File: src/design/ipc_pkg.sv
// ----------------------------------------------------------------------------
// ipc_pkg
// Shared constants and types for the isolated pixel counter: frame limits,
// field widths, register indexes and the line store word.
// ----------------------------------------------------------------------------
package ipc_pkg;

    localparam int MAX_COLUMNS = 128;
    localparam int MAX_ROWS    = 128;

    localparam int COL_W   = $clog2(MAX_COLUMNS);
    localparam int ROW_W   = $clog2(MAX_ROWS);
    localparam int SIZE_W  = 8;
    localparam int COUNT_W = 13;
    localparam int CFG_IDX_W = 2;

    localparam logic [COUNT_W-1:0] COUNT_LIMIT = {COUNT_W{1'b1}};

    localparam logic [CFG_IDX_W-1:0] REG_FRAME_ROWS    = CFG_IDX_W'(0);
    localparam logic [CFG_IDX_W-1:0] REG_FRAME_COLUMNS = CFG_IDX_W'(1);

    // One line store word per column: bit 1 is two rows back, bit 0 one row back.
    typedef logic [1:0]       t_line_word;
    typedef logic [COL_W-1:0] t_col;
    typedef logic [ROW_W-1:0] t_row;

endpackage

File: src/design/ipc_line_store.sv
// ----------------------------------------------------------------------------
// ipc_line_store
// Column-addressed store of the two previous rows. One registered read and
// one write per cycle; a write to the address read in the same cycle is
// forwarded into the read data.
// ----------------------------------------------------------------------------
module ipc_line_store (
    input  logic               i_clk,
    input  logic               i_rd_en,
    input  ipc_pkg::t_col      i_rd_addr,
    output ipc_pkg::t_line_word o_rd_data,
    input  logic               i_wr_en,
    input  ipc_pkg::t_col      i_wr_addr,
    input  ipc_pkg::t_line_word i_wr_data
);
    import ipc_pkg::*;

    t_line_word r_mem [MAX_COLUMNS];
    t_line_word r_rd_q;
    t_line_word r_fwd_data;
    logic       r_fwd;

    always_ff @(posedge i_clk) begin
        if (i_wr_en) begin
            r_mem[i_wr_addr] <= i_wr_data;
        end
        if (i_rd_en) begin
            r_rd_q     <= r_mem[i_rd_addr];
            r_fwd      <= i_wr_en && (i_wr_addr == i_rd_addr);
            r_fwd_data <= i_wr_data;
        end
    end

    assign o_rd_data = r_fwd ? r_fwd_data : r_rd_q;

endmodule

File: src/design/isolated_pixel_counter_core.sv
// Isolated pixel counter: one pixel per cycle, sustained across row and frame ends unless a count is held back.
// The frame's count is registered into the output register once its last pixel leaves the window stage.
// Rate is set by the single read-modify-write of the line store per pixel; the input
// stalls only while a frame end waits behind a count the receiver is not taking.
// Synchronous active-low reset: sizes return to 128 and the frame restarts.
// A write to either size register also restarts the frame in progress.
// ----------------------------------------------------------------------------
// isolated_pixel_counter_core
// Counts set pixels with no set 8-neighbor in a raster binary frame using a
// 3x3 window fed by a two-row line store.
// ----------------------------------------------------------------------------
module isolated_pixel_counter_core (
    input  logic        i_clk,
    input  logic        i_rst_n,
    // configuration write
    input  logic        i_cfg_valid,
    output logic        o_cfg_ready,
    input  logic [ipc_pkg::CFG_IDX_W-1:0] i_cfg_index,
    input  logic [ipc_pkg::SIZE_W-1:0]    i_cfg_data,
    // pixel stream
    input  logic        s_axis_tvalid,
    output logic        s_axis_tready,
    input  logic [7:0]  s_axis_tdata,   // [0] is_set, [7:1] zero
    // count stream
    output logic        m_axis_tvalid,
    input  logic        m_axis_tready,
    output logic [15:0] m_axis_tdata    // [12:0] isolated_count, [15:13] zero
);
    import ipc_pkg::*;

    typedef struct packed {
        t_col col;
        logic is_set;
        logic row_ge1;
        logic row_ge2;
        logic col_ge1;
        logic col_ge2;
        logic last_col;
        logic last_row;
    } t_pix_info;

    // column bits: [2] top row, [1] middle row, [0] bottom row
    function automatic logic alone(input logic [2:0] l, input logic [2:0] m,
                                   input logic [2:0] r);
        return m[1] && !m[2] && !m[0] && (l == 3'b000) && (r == 3'b000);
    endfunction

    // move the window down one row: bottom becomes empty
    function automatic logic [2:0] shift_up(input logic [2:0] c);
        return {c[1], c[0], 1'b0};
    endfunction

    logic [SIZE_W-1:0] r_rows;
    logic [SIZE_W-1:0] r_cols;
    t_col              r_col;
    t_row              r_row;
    logic              r_s1_valid;
    t_pix_info         r_s1;
    logic [2:0]        r_w1;
    logic [2:0]        r_w2;
    logic [COUNT_W-1:0] r_count;
    logic              r_out_valid;
    logic [COUNT_W-1:0] r_out_count;

    t_col       last_col_idx;
    t_row       last_row_idx;
    logic       cfg_hit;
    logic       accept;
    logic       stall;
    logic       s1_adv;
    logic       frame_end;
    t_pix_info  n_info;
    t_line_word rd_word;
    logic [2:0] col0;
    logic [2:0] left_a;
    logic [2:0] left_b;
    logic       hit_a;
    logic       hit_b;
    logic       hit_c;
    logic       hit_d;
    logic [2:0] incs;
    logic [COUNT_W:0] sum;
    logic [COUNT_W-1:0] n_count;

    // clamp sizes: zero acts as one, above the maximum acts as the maximum
    always_comb begin
        if (r_cols == '0) begin
            last_col_idx = '0;
        end else if (int'(r_cols) > MAX_COLUMNS) begin
            last_col_idx = COL_W'(MAX_COLUMNS - 1);
        end else begin
            last_col_idx = COL_W'(r_cols - SIZE_W'(1));
        end
        if (r_rows == '0) begin
            last_row_idx = '0;
        end else if (int'(r_rows) > MAX_ROWS) begin
            last_row_idx = ROW_W'(MAX_ROWS - 1);
        end else begin
            last_row_idx = ROW_W'(r_rows - SIZE_W'(1));
        end
    end

    assign o_cfg_ready = 1'b1;
    assign cfg_hit = i_cfg_valid &&
                     (i_cfg_index == REG_FRAME_ROWS || i_cfg_index == REG_FRAME_COLUMNS);

    // hold the window stage while a frame end waits for the output register
    assign frame_end     = r_s1.last_col && r_s1.last_row;
    assign stall         = r_s1_valid && frame_end && r_out_valid && !m_axis_tready;
    assign s1_adv        = r_s1_valid && !stall;
    assign s_axis_tready = !stall;
    assign accept        = s_axis_tvalid && s_axis_tready;

    always_comb begin
        n_info.col      = r_col;
        n_info.is_set   = s_axis_tdata[0];
        n_info.row_ge1  = (r_row != '0);
        n_info.row_ge2  = (r_row > ROW_W'(1));
        n_info.col_ge1  = (r_col != '0);
        n_info.col_ge2  = (r_col > COL_W'(1));
        n_info.last_col = (r_col == last_col_idx);
        n_info.last_row = (r_row == last_row_idx);
    end

    ipc_line_store u_line_store (
        .i_clk     (i_clk),
        .i_rd_en   (accept),
        .i_rd_addr (r_col),
        .o_rd_data (rd_word),
        .i_wr_en   (s1_adv),
        .i_wr_addr (r_s1.col),
        .i_wr_data ({rd_word[0], r_s1.is_set})
    );

    // rows not yet written in this frame read as empty
    assign col0   = {r_s1.row_ge2 & rd_word[1], r_s1.row_ge1 & rd_word[0], r_s1.is_set};
    assign left_a = r_s1.col_ge2 ? r_w2 : 3'b000;
    assign left_b = r_s1.col_ge1 ? r_w1 : 3'b000;

    always_comb begin
        // row above, center one column back
        hit_a = r_s1.col_ge1 && alone(left_a, r_w1, col0);
        // row above, center at the row's right edge
        hit_b = r_s1.last_col && alone(left_b, col0, 3'b000);
        // last row judged at once with nothing below it
        hit_c = r_s1.last_row && r_s1.col_ge1 &&
                alone(shift_up(left_a), shift_up(r_w1), shift_up(col0));
        hit_d = r_s1.last_row && r_s1.last_col &&
                alone(shift_up(left_b), shift_up(col0), 3'b000);
        incs = 3'({2'b00, hit_a}) + 3'({2'b00, hit_b}) +
               3'({2'b00, hit_c}) + 3'({2'b00, hit_d});
        sum = {1'b0, r_count} + (COUNT_W+1)'(incs);
        if (sum > (COUNT_W+1)'(COUNT_LIMIT)) begin
            n_count = COUNT_LIMIT;
        end else begin
            n_count = sum[COUNT_W-1:0];
        end
    end

    always_ff @(posedge i_clk) begin
        if (!i_rst_n) begin
            r_rows      <= SIZE_W'(128);
            r_cols      <= SIZE_W'(128);
            r_col       <= '0;
            r_row       <= '0;
            r_s1_valid  <= 1'b0;
            r_count     <= '0;
            r_out_valid <= 1'b0;
        end else begin
            if (i_cfg_valid && i_cfg_index == REG_FRAME_ROWS) begin
                r_rows <= i_cfg_data;
            end
            if (i_cfg_valid && i_cfg_index == REG_FRAME_COLUMNS) begin
                r_cols <= i_cfg_data;
            end

            if (!stall) begin
                r_s1_valid <= accept;
            end

            if (cfg_hit) begin
                r_col <= '0;
                r_row <= '0;
            end else if (accept) begin
                if (n_info.last_col) begin
                    r_col <= '0;
                    r_row <= n_info.last_row ? '0 : r_row + ROW_W'(1);
                end else begin
                    r_col <= r_col + COL_W'(1);
                end
            end

            if (cfg_hit) begin
                r_count <= '0;
            end else if (s1_adv) begin
                r_count <= frame_end ? '0 : n_count;
            end

            if (s1_adv && frame_end) begin
                r_out_valid <= 1'b1;
            end else if (m_axis_tready) begin
                r_out_valid <= 1'b0;
            end
        end
    end

    // payload registers
    always_ff @(posedge i_clk) begin
        if (!stall && accept) begin
            r_s1 <= n_info;
        end
        if (s1_adv) begin
            r_w2 <= r_w1;
            r_w1 <= col0;
        end
        if (s1_adv && frame_end) begin
            r_out_count <= n_count;
        end
    end

    assign m_axis_tvalid = r_out_valid;
    assign m_axis_tdata  = {3'b000, r_out_count};

endmodule

File: config.mk
export PLATFORM = sky130hd
export DESIGN_NAME = isolated_pixel_counter_core
export DESIGN_NICKNAME = d
export VERILOG_FILES = /design/src/design/ipc_pkg.sv /design/src/design/ipc_line_store.sv /design/src/design/isolated_pixel_counter_core.sv
export SDC_FILE = /design/constraint.sdc
export NUM_CORES = 1
export LEC_CHECK = 0
export ABC_AREA = 0
export CAP_MARGIN = 10
export CELL_PAD_IN_SITES_DETAIL_PLACEMENT = 1
export CELL_PAD_IN_SITES_GLOBAL_PLACEMENT = 2
export CORE_UTILIZATION = 25
export CTS_CLUSTER_DIAMETER = 150
export DETAILED_ROUTE_END_ITERATION = 7
export DONT_BUFFER_PORTS = 1
export HOLD_SLACK_MARGIN = 0.1
export PLACE_DENSITY_LB_ADDON = 0.05
export SLEW_MARGIN = 5
export SYNTH_ARGS = -nofsm -noshare
export SYNTH_HDL_FRONTEND = slang
export SYNTH_SLANG_ARGS = --single-unit
File: constraint.sdc
create_clock -name i_clk -period 10.45 [get_ports i_clk]
set_clock_uncertainty 0.2 [all_clocks]
set_input_delay 0.5225 -clock i_clk [delete_from_list [all_inputs] [get_ports i_clk]]
set_output_delay 0.5225 -clock i_clk [all_outputs]
set_load 0.005 [all_outputs]
### Word-level counts from Yosys, hierarchy flattened

Memory sizes are Yosys's and may differ from the RTL's. A register that Yosys moved wholly into a read port is not among the register bits.
Cells that the tools add are included.

| storage, ports and cells | value |
|---|---|
| logic and storage cells | 108 |
| memories | 1 |
| register bits after elaboration | 81 |
| output and inout bits | 19 |
| RAM bits | 256 |

Memories:

| name | words | width | read ports | clocked after Yosys merged registers in | wr ports | RTL line | source |
|---|---|---|---|---|---|---|---|
| u_line_store.r_mem | 128 | 2 | 1 | 1 | 1 | ipc_line_store.sv:18 | `t_line_word r_mem [MAX_COLUMNS];` |

| cells by class | value |
|---|---|
| bitwise logic cells | 3 |
| order comparisons | 5 |
| mux-type cells | 15 |
| equal/unequal tests | 4 |
| $add $sub $neg | 8 |
| reduce and logical (&&, ||, !) cells | 52 |

Operator list:

| kind | count |
|---|---|
| $mux W7 | 6 |
| $logic_and A1 B1 Y1 | 29 |
| $mux W13 | 2 |
| $eq A7 B7 Y1 | 3 |
| $gt A8 B8 Y1 const B | 2 |
| $logic_not A8 Y1 | 2 |
| $add A13 B3 Y14 | 1 |
| $add A7 B1 Y7 const B | 2 |
| $gt A14 B13 Y1 const B | 1 |
| $gt A7 B1 Y1 const B | 2 |
| $reduce_bool A7 Y1 | 2 |
| $sub A7 B1 Y7 const B | 2 |
| $logic_not A3 Y1 | 3 |
| $logic_not A1 Y1 | 8 |
| $logic_not A2 Y1 | 4 |
| $mux W3 | 2 |
| $mux W1 | 4 |
| $add A2 B1 Y3 | 1 |
| $add A3 B1 Y3 | 1 |
| $add A1 B1 Y2 | 1 |
| $and A1 B1 Y1 | 2 |
| $eq A2 B1 Y1 const B | 1 |
| $mux W2 | 1 |
| $reduce_and A2 Y1 | 1 |
| 4 further kinds | 4 |

### Depth between registers and ports, before layout

Gate-level depths: netlist of run 1.

| depth | value |
|---|---|
| depth in word-level cells | 14 |
| gate-level depth with buffers | 16 |
| depth with buffers taken out | 15 |

### Modules after synthesis

A second synthesis of run 1 with hierarchy kept.

| unflattened totals | value |
|---|---|
| cell total of the unflattened synthesis | 1097 |
| area total of the unflattened synthesis | 15164.5 um^2 |

By module, submodules not included:

| module | times used | cells each | area an instance (um^2) |
|---|---|---|---|
| ipc_line_store | 1 | 630 | 10806.6 |
| isolated_pixel_counter_core | 1 | 467 | 4357.9 |

### Worst setup path after synthesis of run 1

Ideal clock, no wire load.

| timing path | value |
|---|---|
| kind | register to register |
| start | register r_s1, in the netlist col0[0] |
| end | register r_count[12] |
| data arrival time | 5.091 ns |
| buffers on the path | 1 |
| period minus slack after synthesis | 5.409 ns |
| stages on the path, launching flop included | 15 |
| required time | 10.132 ns |
| path slack | 5.041 ns |
| path through | edfxtp_1 -> and4b_1 -> nand4b_1 -> fa_1 -> fa_1 -> fa_1 -> nand3b_1 -> or3_1 -> clkbuf_1 -> nor2_1 -> and3_1 -> nand3_1 -> o21a_1 -> a22oi_1 -> nor2_1 |

| between the ends | value |
|---|---|
| cells in the longest elaborated chain, start to end | 11 |
| elaborated cells on any way between the ends | 20 |

Ends and longest elaborated chain:

| element | RTL line | source |
|---|---|---|
| start: declaration | isolated_pixel_counter_core.sv:58 | `t_pix_info r_s1;` |
| start signal: assignment | isolated_pixel_counter_core.sv:210 | `r_s1 <= n_info;` |
| $logic_not A1 Y1 | isolated_pixel_counter_core.sv:45 | `return m[1] && !m[2] && !m[0] && (l == 3'b000) && (r == 3'b000);` |
| $logic_and A1 B1 Y1 (2 in a row) | isolated_pixel_counter_core.sv:45 |  |
| $logic_and A1 B1 Y1 | isolated_pixel_counter_core.sv:144 | `hit_b = r_s1.last_col && alone(left_b, col0, 3'b000);` |
| $add A1 B1 Y2 | isolated_pixel_counter_core.sv:150 | `incs = 3'({2'b00, hit_a}) + 3'({2'b00, hit_b}) +` |
| $add A2 B1 Y3 | isolated_pixel_counter_core.sv:150 |  |
| $add A3 B1 Y3 * | isolated_pixel_counter_core.sv:151 | `3'({2'b00, hit_c}) + 3'({2'b00, hit_d});` |
| $add A13 B3 Y14 * | isolated_pixel_counter_core.sv:152 | `sum = {1'b0, r_count} + (COUNT_W+1)'(incs);` |
| $gt A14 B13 Y1 | isolated_pixel_counter_core.sv:153 | `if (sum > (COUNT_W+1)'(COUNT_LIMIT)) begin` |
| $mux W13 * | isolated_pixel_counter_core.sv:153 |  |
| net n_count[12] | isolated_pixel_counter_core.sv:83 | `logic [COUNT_W-1:0] n_count;` |
| $mux W13 * | isolated_pixel_counter_core.sv:196 | `r_count <= frame_end ? '0 : n_count;` |
| end signal: assignment | isolated_pixel_counter_core.sv:196 |  |
| end: declaration | isolated_pixel_counter_core.sv:61 | `logic [COUNT_W-1:0] r_count;` |

The timed path passes the listed nets; every way through them passes the cells marked *.
A chain may end at the register's enable or synchronous reset.

### Worst setup path after layout of run 1

| timing path | value |
|---|---|
| start | register u_line_store.r_fwd |
| end | register r_count[12] |

| between the ends | value |
|---|---|
| elaborated cells on any way between the ends | 25 |

RTL lines:

| element | RTL line | source |
|---|---|---|
| start: declaration | ipc_line_store.sv:21 | `logic r_fwd;` |
| start signal: assignment | ipc_line_store.sv:29 | `r_fwd <= i_wr_en && (i_wr_addr == i_rd_addr);` |
| $mux W2 * | ipc_line_store.sv:34 | `assign o_rd_data = r_fwd ? r_fwd_data : r_rd_q;` |
| net rd_word[0] | isolated_pixel_counter_core.sv:73 | `t_line_word rd_word;` |
| $and A1 B1 Y1 * | isolated_pixel_counter_core.sv:136 | `assign col0 = {r_s1.row_ge2 & rd_word[1], r_s1.row_ge1 & rd_word[0], r_s1.is_set};` |
| $logic_and A1 B1 Y1 (3 in a row) | isolated_pixel_counter_core.sv:45 |  |
| $logic_and A1 B1 Y1 | isolated_pixel_counter_core.sv:144 |  |
| $add A1 B1 Y2 | isolated_pixel_counter_core.sv:150 |  |
| $add A2 B1 Y3 | isolated_pixel_counter_core.sv:150 |  |
| $add A3 B1 Y3 * | isolated_pixel_counter_core.sv:151 |  |
| $add A13 B3 Y14 * | isolated_pixel_counter_core.sv:152 |  |
| $gt A14 B13 Y1 | isolated_pixel_counter_core.sv:153 |  |
| $mux W13 * | isolated_pixel_counter_core.sv:153 |  |
| net n_count[12] | isolated_pixel_counter_core.sv:83 |  |
| $mux W13 * | isolated_pixel_counter_core.sv:196 |  |

Marks and branches as above.

==> qor.yml, run 1 <==
synth_fa_ha_area_frac: 0.0136
synth_simple_gate_area_frac: 0.111
grt_pass1_vias: 9573
grtUsageTotal: 0.138
synth_top_family_by_area: "multiplexers"
synthCells: 1052
area_growth_syn_to_layout_pct: 15.3
gp_congestion: 0.690
finalSetupViolations: 0
r2r_start: "u_line_store.r_fwd$_DFFE_PP_"
ys_seq_area_frac: 0.638
via_per_inst: 4.63
start_util: 0.253
p_per_area_mw_per_mm2: 180
hp-class: "input port to flip-flop"
reg2reg_depth: 15
yosys.area.top_type_share: 0.579
synth_compound_area_frac: 0.0528
async_reset_ff_frac: 0
clock_latency_ps: 570
dp_hpwl_mm: 24.7
avgRoutedWirePerCell_um: 22.2
max_stage_delay_ps: 810
diodes: 0
hold_start: "i_cfg_index[0]"
place_worst_setup_slack_ps: 4910
clk_path_buf_depth: 3
ys_warn_count: 0
fin_crit_sh: 0.509
core_mm2: 0.0604
vdd_ir_drop_max_mv: 0.0968
maxSlewViolCount: 0
die_width_um: 249
grt_max_degree: 131
grt_first_pass_wirelength_mm: 63.8
endpoint_kind: "flip-flop"
p_leak_uw: 0.00546
ys_types: 80
remaining_drc_errors: 0
clk_pin_slew_ps: 60
ioPinCount: 42
ant_nets: 0
cts_buffers: 43
cts_tree: "yes"
fin_tns_setup_ps: 0
cp_max_fo: 130
crit_required_ps: 10670
synth.mux.area_fraction: 0.138
cts_root_buf: "clkbuf_16"
cp_slowest_cell: "mux2_8"
status: "finished, final reports clean"
yosysTopAreaCell: "edfxtp_1"
rsz0062_at_grt: "false"
worstHoldPathCells: 2
crit_chain: "mux2_8 > nand2_1 > and4b_1 > nand4b_1 > fa_1 > fa_1 > fa_1 > nand3b_1 > or3_1 > nor2_1 > and3_1 > nand3_1 > o21a_1 > a22oi_1 > nor2_1"
fmax_mhz: 188
postCtsResizedCells: 0
ys.flop_type: "edfxtp_1"
routed_wl_mm: 41.6
worstHoldEndpoint: "r_rows[7]$_SDFFE_PN1P_"
dieArea_mm2: 0.0620
post_cts_buffers: 0
synth_area_mm2: 0.0152
relSlewSlack: 0.287
ff2ff_setup_slack_ps: 5130
synth-xor-area-share: 0.0172
r2r_end: "r_count[12]$_SDFFE_PP0P_"
core.rowCount: 90
fin_crit_ps: 5320
cts.sinks: 339
fin_ws_ps: 5130
holdBufCountCts: 13
die_h_um: 249
antenna_found_initial: 0
final-hold-violation-count: 0
worstMarginPinSlew_ps: 1070
ys_seq_elements: 339
drv_cap: 0
grt_overflow: 0
synthTopCellsByArea: "edfxtp_1 (58%), mux4_2 (12%), dfxtp_1 (5.9%)"
startpoint_type: "flip-flop"
avgSynthCellArea_um2: 14.5
drtPass1Iterations: 5
synth_enable_flop_cells: 294
numPortBuffers: 0
path_class: "flip-flop to flip-flop"
crit_top_cell: "fa_1"
cp_data_arrival_time_ps: 5540
nNetsFinal: 1093
htreeDepth: 2
drive_gt1_frac: 0.172
drt_iter0_markers: 381
via_count: 8667
synthesized netlist by cell type, types with 3 or more instances:
| cell type | number |
|---|---|
| edfxtp_1 | 294 |
| o31ai_1 | 4 |
| nor2_1 | 171 |
| or3_1 | 3 |
| mux4_2 | 84 |
| nor2b_1 | 24 |
| mux2_2 | 5 |
| o211ai_1 | 3 |
| nand4_1 | 12 |
| xor2_1 | 12 |
| o32ai_1 | 5 |
| buf_6 | 5 |
| or4_1 | 3 |
| o22ai_1 | 3 |
| a22oi_1 | 11 |
| a21boi_0 | 4 |
| clkbuf_1 | 50 |
| nand4b_1 | 4 |
| mux2i_1 | 15 |
| buf_4 | 5 |
| fa_1 | 3 |
| and3_1 | 6 |
| a22o_1 | 6 |
| a21oi_1 | 13 |
| nand3_1 | 24 |
| nor3_1 | 7 |
| a211oi_1 | 3 |
| o21ai_1 | 3 |
| nand2b_1 | 14 |
| inv_1 | 26 |
| dfxtp_1 | 45 |
| nor4_1 | 4 |
| o2111ai_1 | 3 |
| nor3b_1 | 3 |
| nand3b_1 | 9 |
| and2_1 | 4 |
| nand2_1 | 51 |
| buf_2 | 10 |
| o21ai_0 | 21 |
| xnor2_1 | 18 |
| ha_1 | 11 |
through the flow:
stage | instances | cell area [µm²] | power (µW) | util | hold WS [ps]
CTS | 1871 | 17600 | 3240 | 0.291 | 208
floorplan | 1054 | 15300 | 1650 | - | 206
global route | 1871 | 17600 | 3300 | 0.291 | 287
finish | 1871 | 17600 | 3170 | 0.291 | 231
detailed placement | 1780 | 16000 | 1700 | 0.266 | 295
global placement | 1780 | 16000 | 1700 | 0.266 | 285
sequential cells by signal (all words and copies together) (netlist names), 2 cells and up:
signal	flops
r_rows	8
r_count	13
u_line_store.r_rd_q	2
r_out_count	13
r_s1	13
u_line_store.r_fwd_data	2
r_w2	3
r_cols	8
u_line_store.r_mem	256
r_row	7
r_w1	3
r_col	7
layer usage:
metal | share of wire | vias up | track usage
met4 | 0.024 | 0 | 0.0440
met1 | 0.47 | 4477 | 0.183
li1 | - | 4025 | -
met2 | 0.48 | 103 | 0.228
met3 | 0.031 | 62 | 0.0228
met5 | 0 | - | 0
critical path, delay by kind of cell, from the launching register on:
| kind | cells | cell delay, ps |
|---|---|---|
| AND/OR/NAND/NOR | 9 | 2080 |
| flip-flops | 1 | 430 |
| adder cells (fa/ha/maj) | 3 | 1370 |
| AO/OA/AOI/OAI | 2 | 280 |
| multiplexers | 1 | 810 |
placed cells by master (no fill, tap or decap), types with 12 or more instances in the layout:
| master | count |
|---|---|
| xnor2_1 | 18 |
| nand2b_1 | 14 |
| nor2b_1 | 24 |
| o21ai_0 | 21 |
| dfxtp_1 | 42 |
| nor2_1 | 171 |
| nand4_1 | 12 |
| xor2_1 | 12 |
| mux4_2 | 84 |
| a21oi_1 | 13 |
| inv_1 | 26 |
| clkbuf_16 | 43 |
| edfxtp_1 | 294 |
| buf_4 | 16 |
| nand3_1 | 23 |
| dlygate4sd3_1 | 13 |
| mux2i_1 | 15 |
| nand2_1 | 51 |
how the worst max path moves through the flow:
stage / startpoint / end
CTS: u_line_store.r_fwd$_DFFE_PP_ / r_count[1]$_SDFFE_PP0P_
floorplan: col0[0]$_DFFE_PP_ / r_count[12]$_SDFFE_PP0P_
finish: u_line_store.r_fwd$_DFFE_PP_ / r_count[12]$_SDFFE_PP0P_
global placement: u_line_store.r_fwd$_DFFE_PP_ / r_count[1]$_SDFFE_PP0P_
detailed placement: u_line_store.r_fwd$_DFFE_PP_ / r_count[1]$_SDFFE_PP0P_
global route: u_line_store.r_fwd$_DFFE_PP_ / r_count[1]$_SDFFE_PP0P_
where the power goes:
part	internal, µW	switching (µW)	leakage, µW
clock	904	599	0.000688
combinational	68.2	95.9	0.00172
sequential	1480	22.2	0.00305
total	2460	717	0.00546
area by class of cell:
type / instances / area (µm²)
sequential: 339 / 9740
clock buffer: 50 / 1100
timing repair buffer: 29 / 250
clock inverter: 28 / 299
fill: 6393 / 42800
inverter: 27 / 101
tap: 782 / 978
multi-input combinational: 616 / 5100
logic make-up (layout without fill, tap and decap cells):
group | Yosys count | in the layout
AO/OA/AOI/OAI | 109 | 109
XOR/XNOR | 30 | 30
adder cells (fa/ha/maj) | 15 | 15
buffers and inverters | 99 | 134
flip-flops | 339 | 339
multiplexers | 104 | 104
other | 2 | 4
AND/OR/NAND/NOR | 354 | 354
Note: power is estimated with default switching activity, not from simulation.
==> inputs of run 2 (changes only) <==
--- a/config.mk
+++ b/config.mk
@@ -5,7 +5,7 @@
 export SDC_FILE = /design/constraint.sdc
 export NUM_CORES = 1
 export LEC_CHECK = 0
-export ABC_AREA = 0
+export ABC_AREA = 1
 export CAP_MARGIN = 10
 export CELL_PAD_IN_SITES_DETAIL_PLACEMENT = 1
 export CELL_PAD_IN_SITES_GLOBAL_PLACEMENT = 2
==> constraint.sdc (replaced) <==
create_clock -name i_clk -period 4.8 [get_ports i_clk]
set_clock_uncertainty 0.2 [all_clocks]
set_input_delay 0.24 -clock i_clk [delete_from_list [all_inputs] [get_ports i_clk]]
set_output_delay 0.24 -clock i_clk [all_outputs]
set_load 0.005 [all_outputs]
==> run 2 against run 1 <==
  * The flow now finishes with violations (design-rule violations)
  * Routed wire length rose by 15%
  * Total power grew 110%
  * Combinational power grew to 2.7 times the previous value
  * Sequential power increased by 120%
  * Synthesized cell count rose by 40%
  * Die area shrank 1.5%
  * First-iteration DRC count rose by 23%
  * Critical path depth is 4 higher
  * Clock power grew 99%
  * Setup slack worse by 4500 ps
  * Utilization rose by 0.38 points
==> qor.yml, run 2 <==
path_class: "flip-flop to flip-flop"
synth_common_cells: "nor2_1 (317), edfxtp_1 (294), nand2_1 (246), o21ai_0 (151), inv_1 (71)"
ff2ff_setup_slack_ps: 640  # -4500 ps
drv_cap: 0  # unchanged
mostFrequentLayoutCells: "nor2_1 (314), edfxtp_1 (294), nand2_1 (245)"
die_h_um: 247  # -0.77%
fin_crit_ps: 4160  # -1150 ps
dpl.cell_count: 2199  # +24%
via_count: 10700  # +23%
endpoint_kind: "flip-flop"
grt_max_degree: 137  # +4.6%
avgSynthCellArea_um2: 10.2  # -30%
r2r_start: "u_line_store.r_fwd$_DFFE_PP_"
drtPass1Iterations: 7  # +2
dieArea_mm2: 0.0610  # -1.5%
violations: "design-rule violations"
synth_compound_area_frac: 0.0964  # +0.0437
fin_crit_sh: 0.868  # +0.359
synth-xor-area-share: 0.0123  # -0.00498
nNetsFinal: 1533  # +40%
maxSlewViolCount: 0  # unchanged
critPathLaunch: "u_line_store.r_fwd$_DFFE_PP_"
ioPinCount: 42  # unchanged
crit_chain: "mux2i_2 > clkinvlp_4 > nand2_2 > inv_1 > nor2_1 > nand3_1 > fa_1 > fa_1 > fa_2 > nor2_2 > nand3_1 > nor2_1 > nand2_1 > nor2_2 > nand3_1 > xor2_1 > nand2_1 > nand2_1 > a21oi_1"
async_reset_ff_frac: 0  # unchanged
crit_required_ps: 5080  # -5590 ps
yosysTopAreaCell: "edfxtp_1"
final_util: 0.295  # +0.00376
synth.mux.area_fraction: 0.000667  # -0.137
ys_types: 40  # -50%
ys_seq_area_frac: 0.648  # +0.00994
die_width_um: 247  # -0.77%
avgRoutedWirePerCell_um: 20.8  # -6.5%
grtUsageTotal: 0.160  # +0.0220
ys_seq_elements: 339  # unchanged
post_cts_buffers: 0  # unchanged
grt_first_pass_wirelength_mm: 72.0  # +13%
htreeDepth: 2  # unchanged
synthCells: 1471  # +40%
cts_tree: "yes"
r2r_end: "r_count[12]$_SDFFE_PP0P_"
clock_latency_ps: 570  # about the same
drt_iter0_markers: 469  # +23%
clk_path_buf_depth: 3  # unchanged
fillerInstances: 6637  # +3.8%
regMostFlops: "u_line_store.r_mem"
cts.sinks: 339  # unchanged
synth_top_family_by_area: "simple AND/OR/NAND/NOR gates"
synth_fa_ha_area_frac: 0.0132  # -0.000454
ys_warn_count: 0  # unchanged
numPortBuffers: 0  # unchanged
postCtsResizedCells: 0  # unchanged
hold_slack_ps: 171  # -60.1 ps
core_mm2: 0.0591  # -2.0%
worstMarginPinSlew_ps: 1050  # -15.2 ps
dp_hpwl_mm: 28.3  # +15%
remaining_drc_errors: 8  # +8
p_leak_uw: 0.00591  # +8.3%
synth_enable_flop_cells: 294  # unchanged
cp_max_fo: 3  # -98%
area_growth_syn_to_layout_pct: 16.2
synth_simple_gate_area_frac: 0.189  # +0.0777
hp-class: "input port to flip-flop"
reg2reg_depth: 19  # +4
grt_overflow: 0  # unchanged
cp_slowest_cell: "fa_1"
holdBufCountCts: 27  # +14
ys.flop_type: "edfxtp_1"
largest_reg_flops: 256  # unchanged
finalSetupViolations: 0  # unchanged
grt_pass1_vias: 11400  # +19%
cts_buffers: 41  # -4.7%
synth_area_mm2: 0.0150  # -1.5%
yosysMostFrequentCell: "nor2_1"
fmax_mhz: 240  # +28%
relSlewSlack: 0.297  # +0.0102
max_stage_delay_ps: 520  # -290 ps
final_cells: 2301  # +23%
startpoint_type: "flip-flop"
routed_wl_mm: 47.8  # +15%
endpoint: "r_count[12]$_SDFFE_PP0P_"
core.rowCount: 89  # -1.1%
finalPower_uw: 6660  # +110%
final-hold-violation-count: 0  # unchanged
drive_gt1_frac: 0.0779  # -0.0938
cp_data_arrival_time_ps: 4440  # -1100 ps
gp_congestion: 0.704  # +2.1%
clk_pin_slew_ps: 60  # about the same
p_per_area_mw_per_mm2: 382  # +110%
synthTopCellsByArea: "edfxtp_1 (59%), nor2_1 (7.9%), nand2_1 (6.2%)"
diodes: 0  # unchanged
via_per_inst: 4.63  # about the same
antenna_found_initial: 0  # unchanged
yosys.area.top_type_share: 0.588  # +0.00902
status: "finished with violations"
start_util: 0.254  # +0.00129
final_common_cell: "nor2_1"
vdd_ir_drop_max_mv: 0.203  # +110%
ant_nets: 0  # unchanged
cts_root_buf: "clkbuf_16"
rsz0062_at_grt: "false"
fin_tns_setup_ps: 0  # unchanged
-- run 2: cell types whose count changed after synthesis, moves of 22 or more --
cell	previous run	this run
mux4_2	84	0
nand3_1	24	51
o21ai_0	21	151
o22ai_1	3	60
nand4_1	12	34
nor2_1	171	317
a21oi_1	13	37
inv_1	26	71
nor2b_1	24	0
nand2_1	51	246
-- run 2: cell families after synthesis --
kind of cell,count (synthesis)
fa+ha+maj,14
mux,1
other cells,2
simple gates,681
xor+xnor,21
compound gates,266
buf+inv,147
flops,339
-- run 2: critical path, delay by kind of cell (launching register included) --
kind	cells	cell delay [ps]
adder cells (fa/ha/maj)	3	1390
AND/OR/NAND/NOR	11	1310
flip-flops	1	420
multiplexers	1	260
XOR/XNOR	1	150
AO/OA/AOI/OAI	1	150
buffers and inverters	2	190
-- run 2: layout make-up --
| type | instances | area, µm² | area share |
|---|---|---|---|
| Clock inverter | 19 | 159 | 0.00911 |
| Inverter | 76 | 292 | 0.0167 |
| Tap cell | 773 | 967 | 0.0555 |
| Timing Repair Buffer | 51 | 488 | 0.0280 |
| Sequential cell | 339 | 9730 | 0.558 |
| Multi-Input combinational cell | 987 | 4710 | 0.270 |
| Clock buffer | 56 | 1090 | 0.0626 |
-- run 2: power by group --
part	switching (µW)	internal [µW]
registers	18.8	3230
logic	319	116
clock network	1270	1710
-- run 2: worst min-delay path by stage --
| stage | startpoint | to | slack, ps | depth (start not counted) |
|---|---|---|---|---|
| floorplan | s_axis_tdata[0] | col0[0]$_DFFE_PP_ | 140 | 0 |
| detailed placement | i_rst_n | r_cols[7]$_SDFFE_PN1P_ | 140 | 1 |
| finish | i_cfg_data[7] | r_cols[7]$_SDFFE_PN1P_ | 170 | 3 |
| global placement | i_rst_n | r_cols[7]$_SDFFE_PN1P_ | 130 | 1 |
| global route | i_cfg_data[7] | r_cols[7]$_SDFFE_PN1P_ | 160 | 3 |
| CTS | i_cfg_data[7] | r_cols[7]$_SDFFE_PN1P_ | 140 | 3 |
-- run 2: per-layer routing --
metal | vias up | share of wire | GRT usage
li1 | 5148 | - | -
met1 | 5355 | 0.49 | 0.220
met2 | 99 | 0.46 | 0.260
met3 | 52 | 0.023 | 0.0201
met4 | 0 | 0.020 | 0.0465
met5 | - | 0 | 0
-- run 2: per-stage QoR --
stage / cell area, µm² / setup slack, ps
6_report: 17400 / 635
5_1_grt: 17400 / 277
4_1_cts: 17400 / 543
3_5_place_dp: 15900 / 596
3_3_place_gp: 15900 / 662
2_1_floorplan: 15000 / 2.18
==> inputs of run 3 (changes only) <==
--- a/config.mk
+++ b/config.mk
@@ -15,6 +15,7 @@
 export DONT_BUFFER_PORTS = 1
 export HOLD_SLACK_MARGIN = 0.1
 export PLACE_DENSITY_LB_ADDON = 0.05
+export RECOVER_POWER = 100
 export SLEW_MARGIN = 5
 export SYNTH_ARGS = -nofsm -noshare
 export SYNTH_HDL_FRONTEND = slang
==> run 3 against run 2 <==
  * The flow finishes with violations (design-rule violations, max-capacitance violations, max-slew violations)
  * Sequential power hardly changed
  * Worst hold slack hardly changed
  * Critical path depth is 15 lower
  * Total power hardly changed
  * Critical endpoint is now u_line_store.r_mem[90][1]$_DFFE_PP_
  * Die area stayed put
  * Cell count stayed put
  * Count of clock-buffer cells in the layout stayed put
  * Global-route usage stayed put
  * First-iteration DRC count is 8.1% higher
  * Setup slack worse by 130 ps
  * Via count is 0.33% lower
==> qor.yml, run 3 (same netlist as run 2, synthesis figures left out) <==
diodes: 0  # unchanged
cts_tree: "yes"
core.rowCount: 89  # unchanged
worstMarginPinSlew_ps: 2590  # +1540 ps
grt_pass1_vias: 11400  # unchanged
grtUsageTotal: 0.160  # unchanged
cts_buffers: 41  # unchanged
htreeDepth: 2  # unchanged
final_common_cell: "nor2_1"
clk_pin_slew_ps: 60  # about the same
vdd_ir_drop_max_mv: 0.201  # -0.69%
maxSlewViolCount: 248  # +248
clock_latency_ps: 570  # about the same
internal-power_uw: 5060  # about the same
antenna_found_initial: 0  # unchanged
drtPass1Iterations: 6  # -1
ioPinCount: 42  # unchanged
endpoint_kind: "flip-flop"
fin_crit_ps: 4290  # +128 ps
via_per_inst: 4.61  # -0.33%
remaining_drc_errors: 8  # unchanged
final-hold-violation-count: 0  # unchanged
rsz0062_at_grt: "false"
grt_overflow: 0  # unchanged
dieArea_mm2: 0.0610  # unchanged
drt_iter0_markers: 507  # +8.1%
core_mm2: 0.0591  # unchanged
place_worst_setup_slack_ps: 596  # unchanged
violations: "design-rule violations, max-capacitance violations, max-slew violations"
seqPwrFrac: 0.488  # about the same
hp-class: "input port to flip-flop"
clk_path_buf_depth: 3  # unchanged
grt_max_degree: 137  # unchanged
finalSetupViolations: 0  # unchanged
ant_nets: 0  # unchanged
p_leak_uw: 0.00585  # -0.94%
worstHoldPathCells: 3  # unchanged
fin_ws_ps: 507  # -128 ps
ff2ff_setup_slack_ps: 510  # -130 ps
via_count: 10600  # -0.33%
cts_root_buf: "clkbuf_16"
cp_data_arrival_time_ps: 4310  # -130 ps
numPortBuffers: 0  # unchanged
pwr-share-clk: 0.447  # about the same
drive_gt1_frac: 0.0635  # -0.0144
p_comb_frac: 0.065  # about the same
path_class: "flip-flop to flip-flop"
gp_congestion: 0.704  # unchanged
p_per_area_mw_per_mm2: 384  # +0.52%
p_switching_uw: 1600  # about the same
largest_reg_flops: 256  # unchanged
r2r_end: "u_line_store.r_mem[90][1]$_DFFE_PP_"
mostFrequentLayoutCells: "nor2_1 (318), edfxtp_1 (294), nand2_1 (246)"
regMostFlops: "u_line_store.r_mem"
fin_tns_setup_ps: 0  # unchanged
die_width_um: 247  # unchanged
reg2reg_depth: 4  # -15
hold_start: "i_cfg_data[7]"
relSlewSlack: -0.730  # -1.03
die_h_um: 247  # unchanged
crit_required_ps: 4820  # -260 ps
worstHoldEndpoint: "r_cols[7]$_SDFFE_PN1P_"
cp_max_fo: 79  # +76
r2r_start: "u_line_store.r_fwd$_DFFE_PP_"
status: "finished with violations"
power_switching_share: 0.241  # about the same
grt_first_pass_wirelength_mm: 72.0  # unchanged
fmax_mhz: 233  # -3.0%
postCtsResizedCells: 0  # unchanged
cts.sinks: 339  # unchanged
dp_hpwl_mm: 28.3  # unchanged
start_util: 0.254  # unchanged
area_growth_syn_to_layout_pct: 15.6
nNetsFinal: 1533  # unchanged
startpoint_type: "flip-flop"
routed_wl_mm: 47.7  # about the same
drv_cap: 7  # +7
avgRoutedWirePerCell_um: 20.8  # about the same
fin_crit_sh: 0.894  # +0.0267
[run 3: cell count changes in the layout (fill, tap and decap cells not counted), sizes merged]
cell	change
buf	-15
clkbuf	+15
clkinv	+1
clkinvlp	+1
inv	-2
[run 3: power groups by stage]
| stage | Combinational, µW | Clock, µW | Sequential (µW) |
|---|---|---|---|
| floorplan | 269 | 0 | 3320 |
| global route | 491 | 3170 | 3260 |
| finish | 432 | 2980 | 3250 |
| detailed placement | 429 | 0 | 3310 |
| CTS | 450 | 3090 | 3250 |
| global placement | 431 | 0 | 3310 |
[run 3: worst max-delay path by stage]
stage	from	to	slack (ps)	cells after the start
floorplan	u_line_store.r_fwd$_DFFE_PP_	r_out_count[12]$_DFFE_PP_	2	17
global placement	u_line_store.r_fwd$_DFFE_PP_	r_count[12]$_SDFFE_PP0P_	660	17
detailed placement	u_line_store.r_fwd$_DFFE_PP_	r_count[12]$_SDFFE_PP0P_	600	17
CTS	u_line_store.r_fwd$_DFFE_PP_	r_count[12]$_SDFFE_PP0P_	540	19
global route	u_line_store.r_fwd$_DFFE_PP_	u_line_store.r_mem[92][1]$_DFFE_PP_	140	4
finish	u_line_store.r_fwd$_DFFE_PP_	u_line_store.r_mem[90][1]$_DFFE_PP_	510	4
[run 3: repair_timing]
action	CTS	global route
setup buffers	0	0
hold buffers	27	0
endpoints found under the hold margin	44	0
[run 3: cell type report]
type | instances | area [µm²]
Fill cell | 6644 | 41800
Sequential cell | 339 | 9730
Multi-Input combinational cell | 987 | 4670
Clock buffer | 56 | 1090
Tap cell | 773 | 967
Timing Repair Buffer | 51 | 437
Inverter | 76 | 290
Clock inverter | 19 | 159
[run 3: worst max-delay path, stage by stage (launching register included)]
cell        delay [ps]
edfxtp_1           420
mux2i_1            170
clkinvlp_4          90
clkbuf_1          1820
clkbuf_4          1150
[run 3: metal layers]
layer / up-vias / GRT usage / wire length, µm
met4: 0 / 0.0465 / 946
li1: 5148 / - / -
met2: 92 / 0.260 / 22200
met1: 5330 / 0.220 / 23500
met5: - / 0 / 0
met3: 49 / 0.0201 / 1130
[run 3: through the flow]
stage                     area (µm²)  utilization  hold WS, ps  std cells  power (µW)
after floorplan                15000            -          139       1473        3590
after global placement         15900        0.269          132       2199        3740
after detailed placement       15900        0.269          137       2199        3740
after CTS                      17400        0.295          140       2301        6790
after global routing           17300        0.293          159       2301        6920
final                          17300        0.293          172       2301        6660
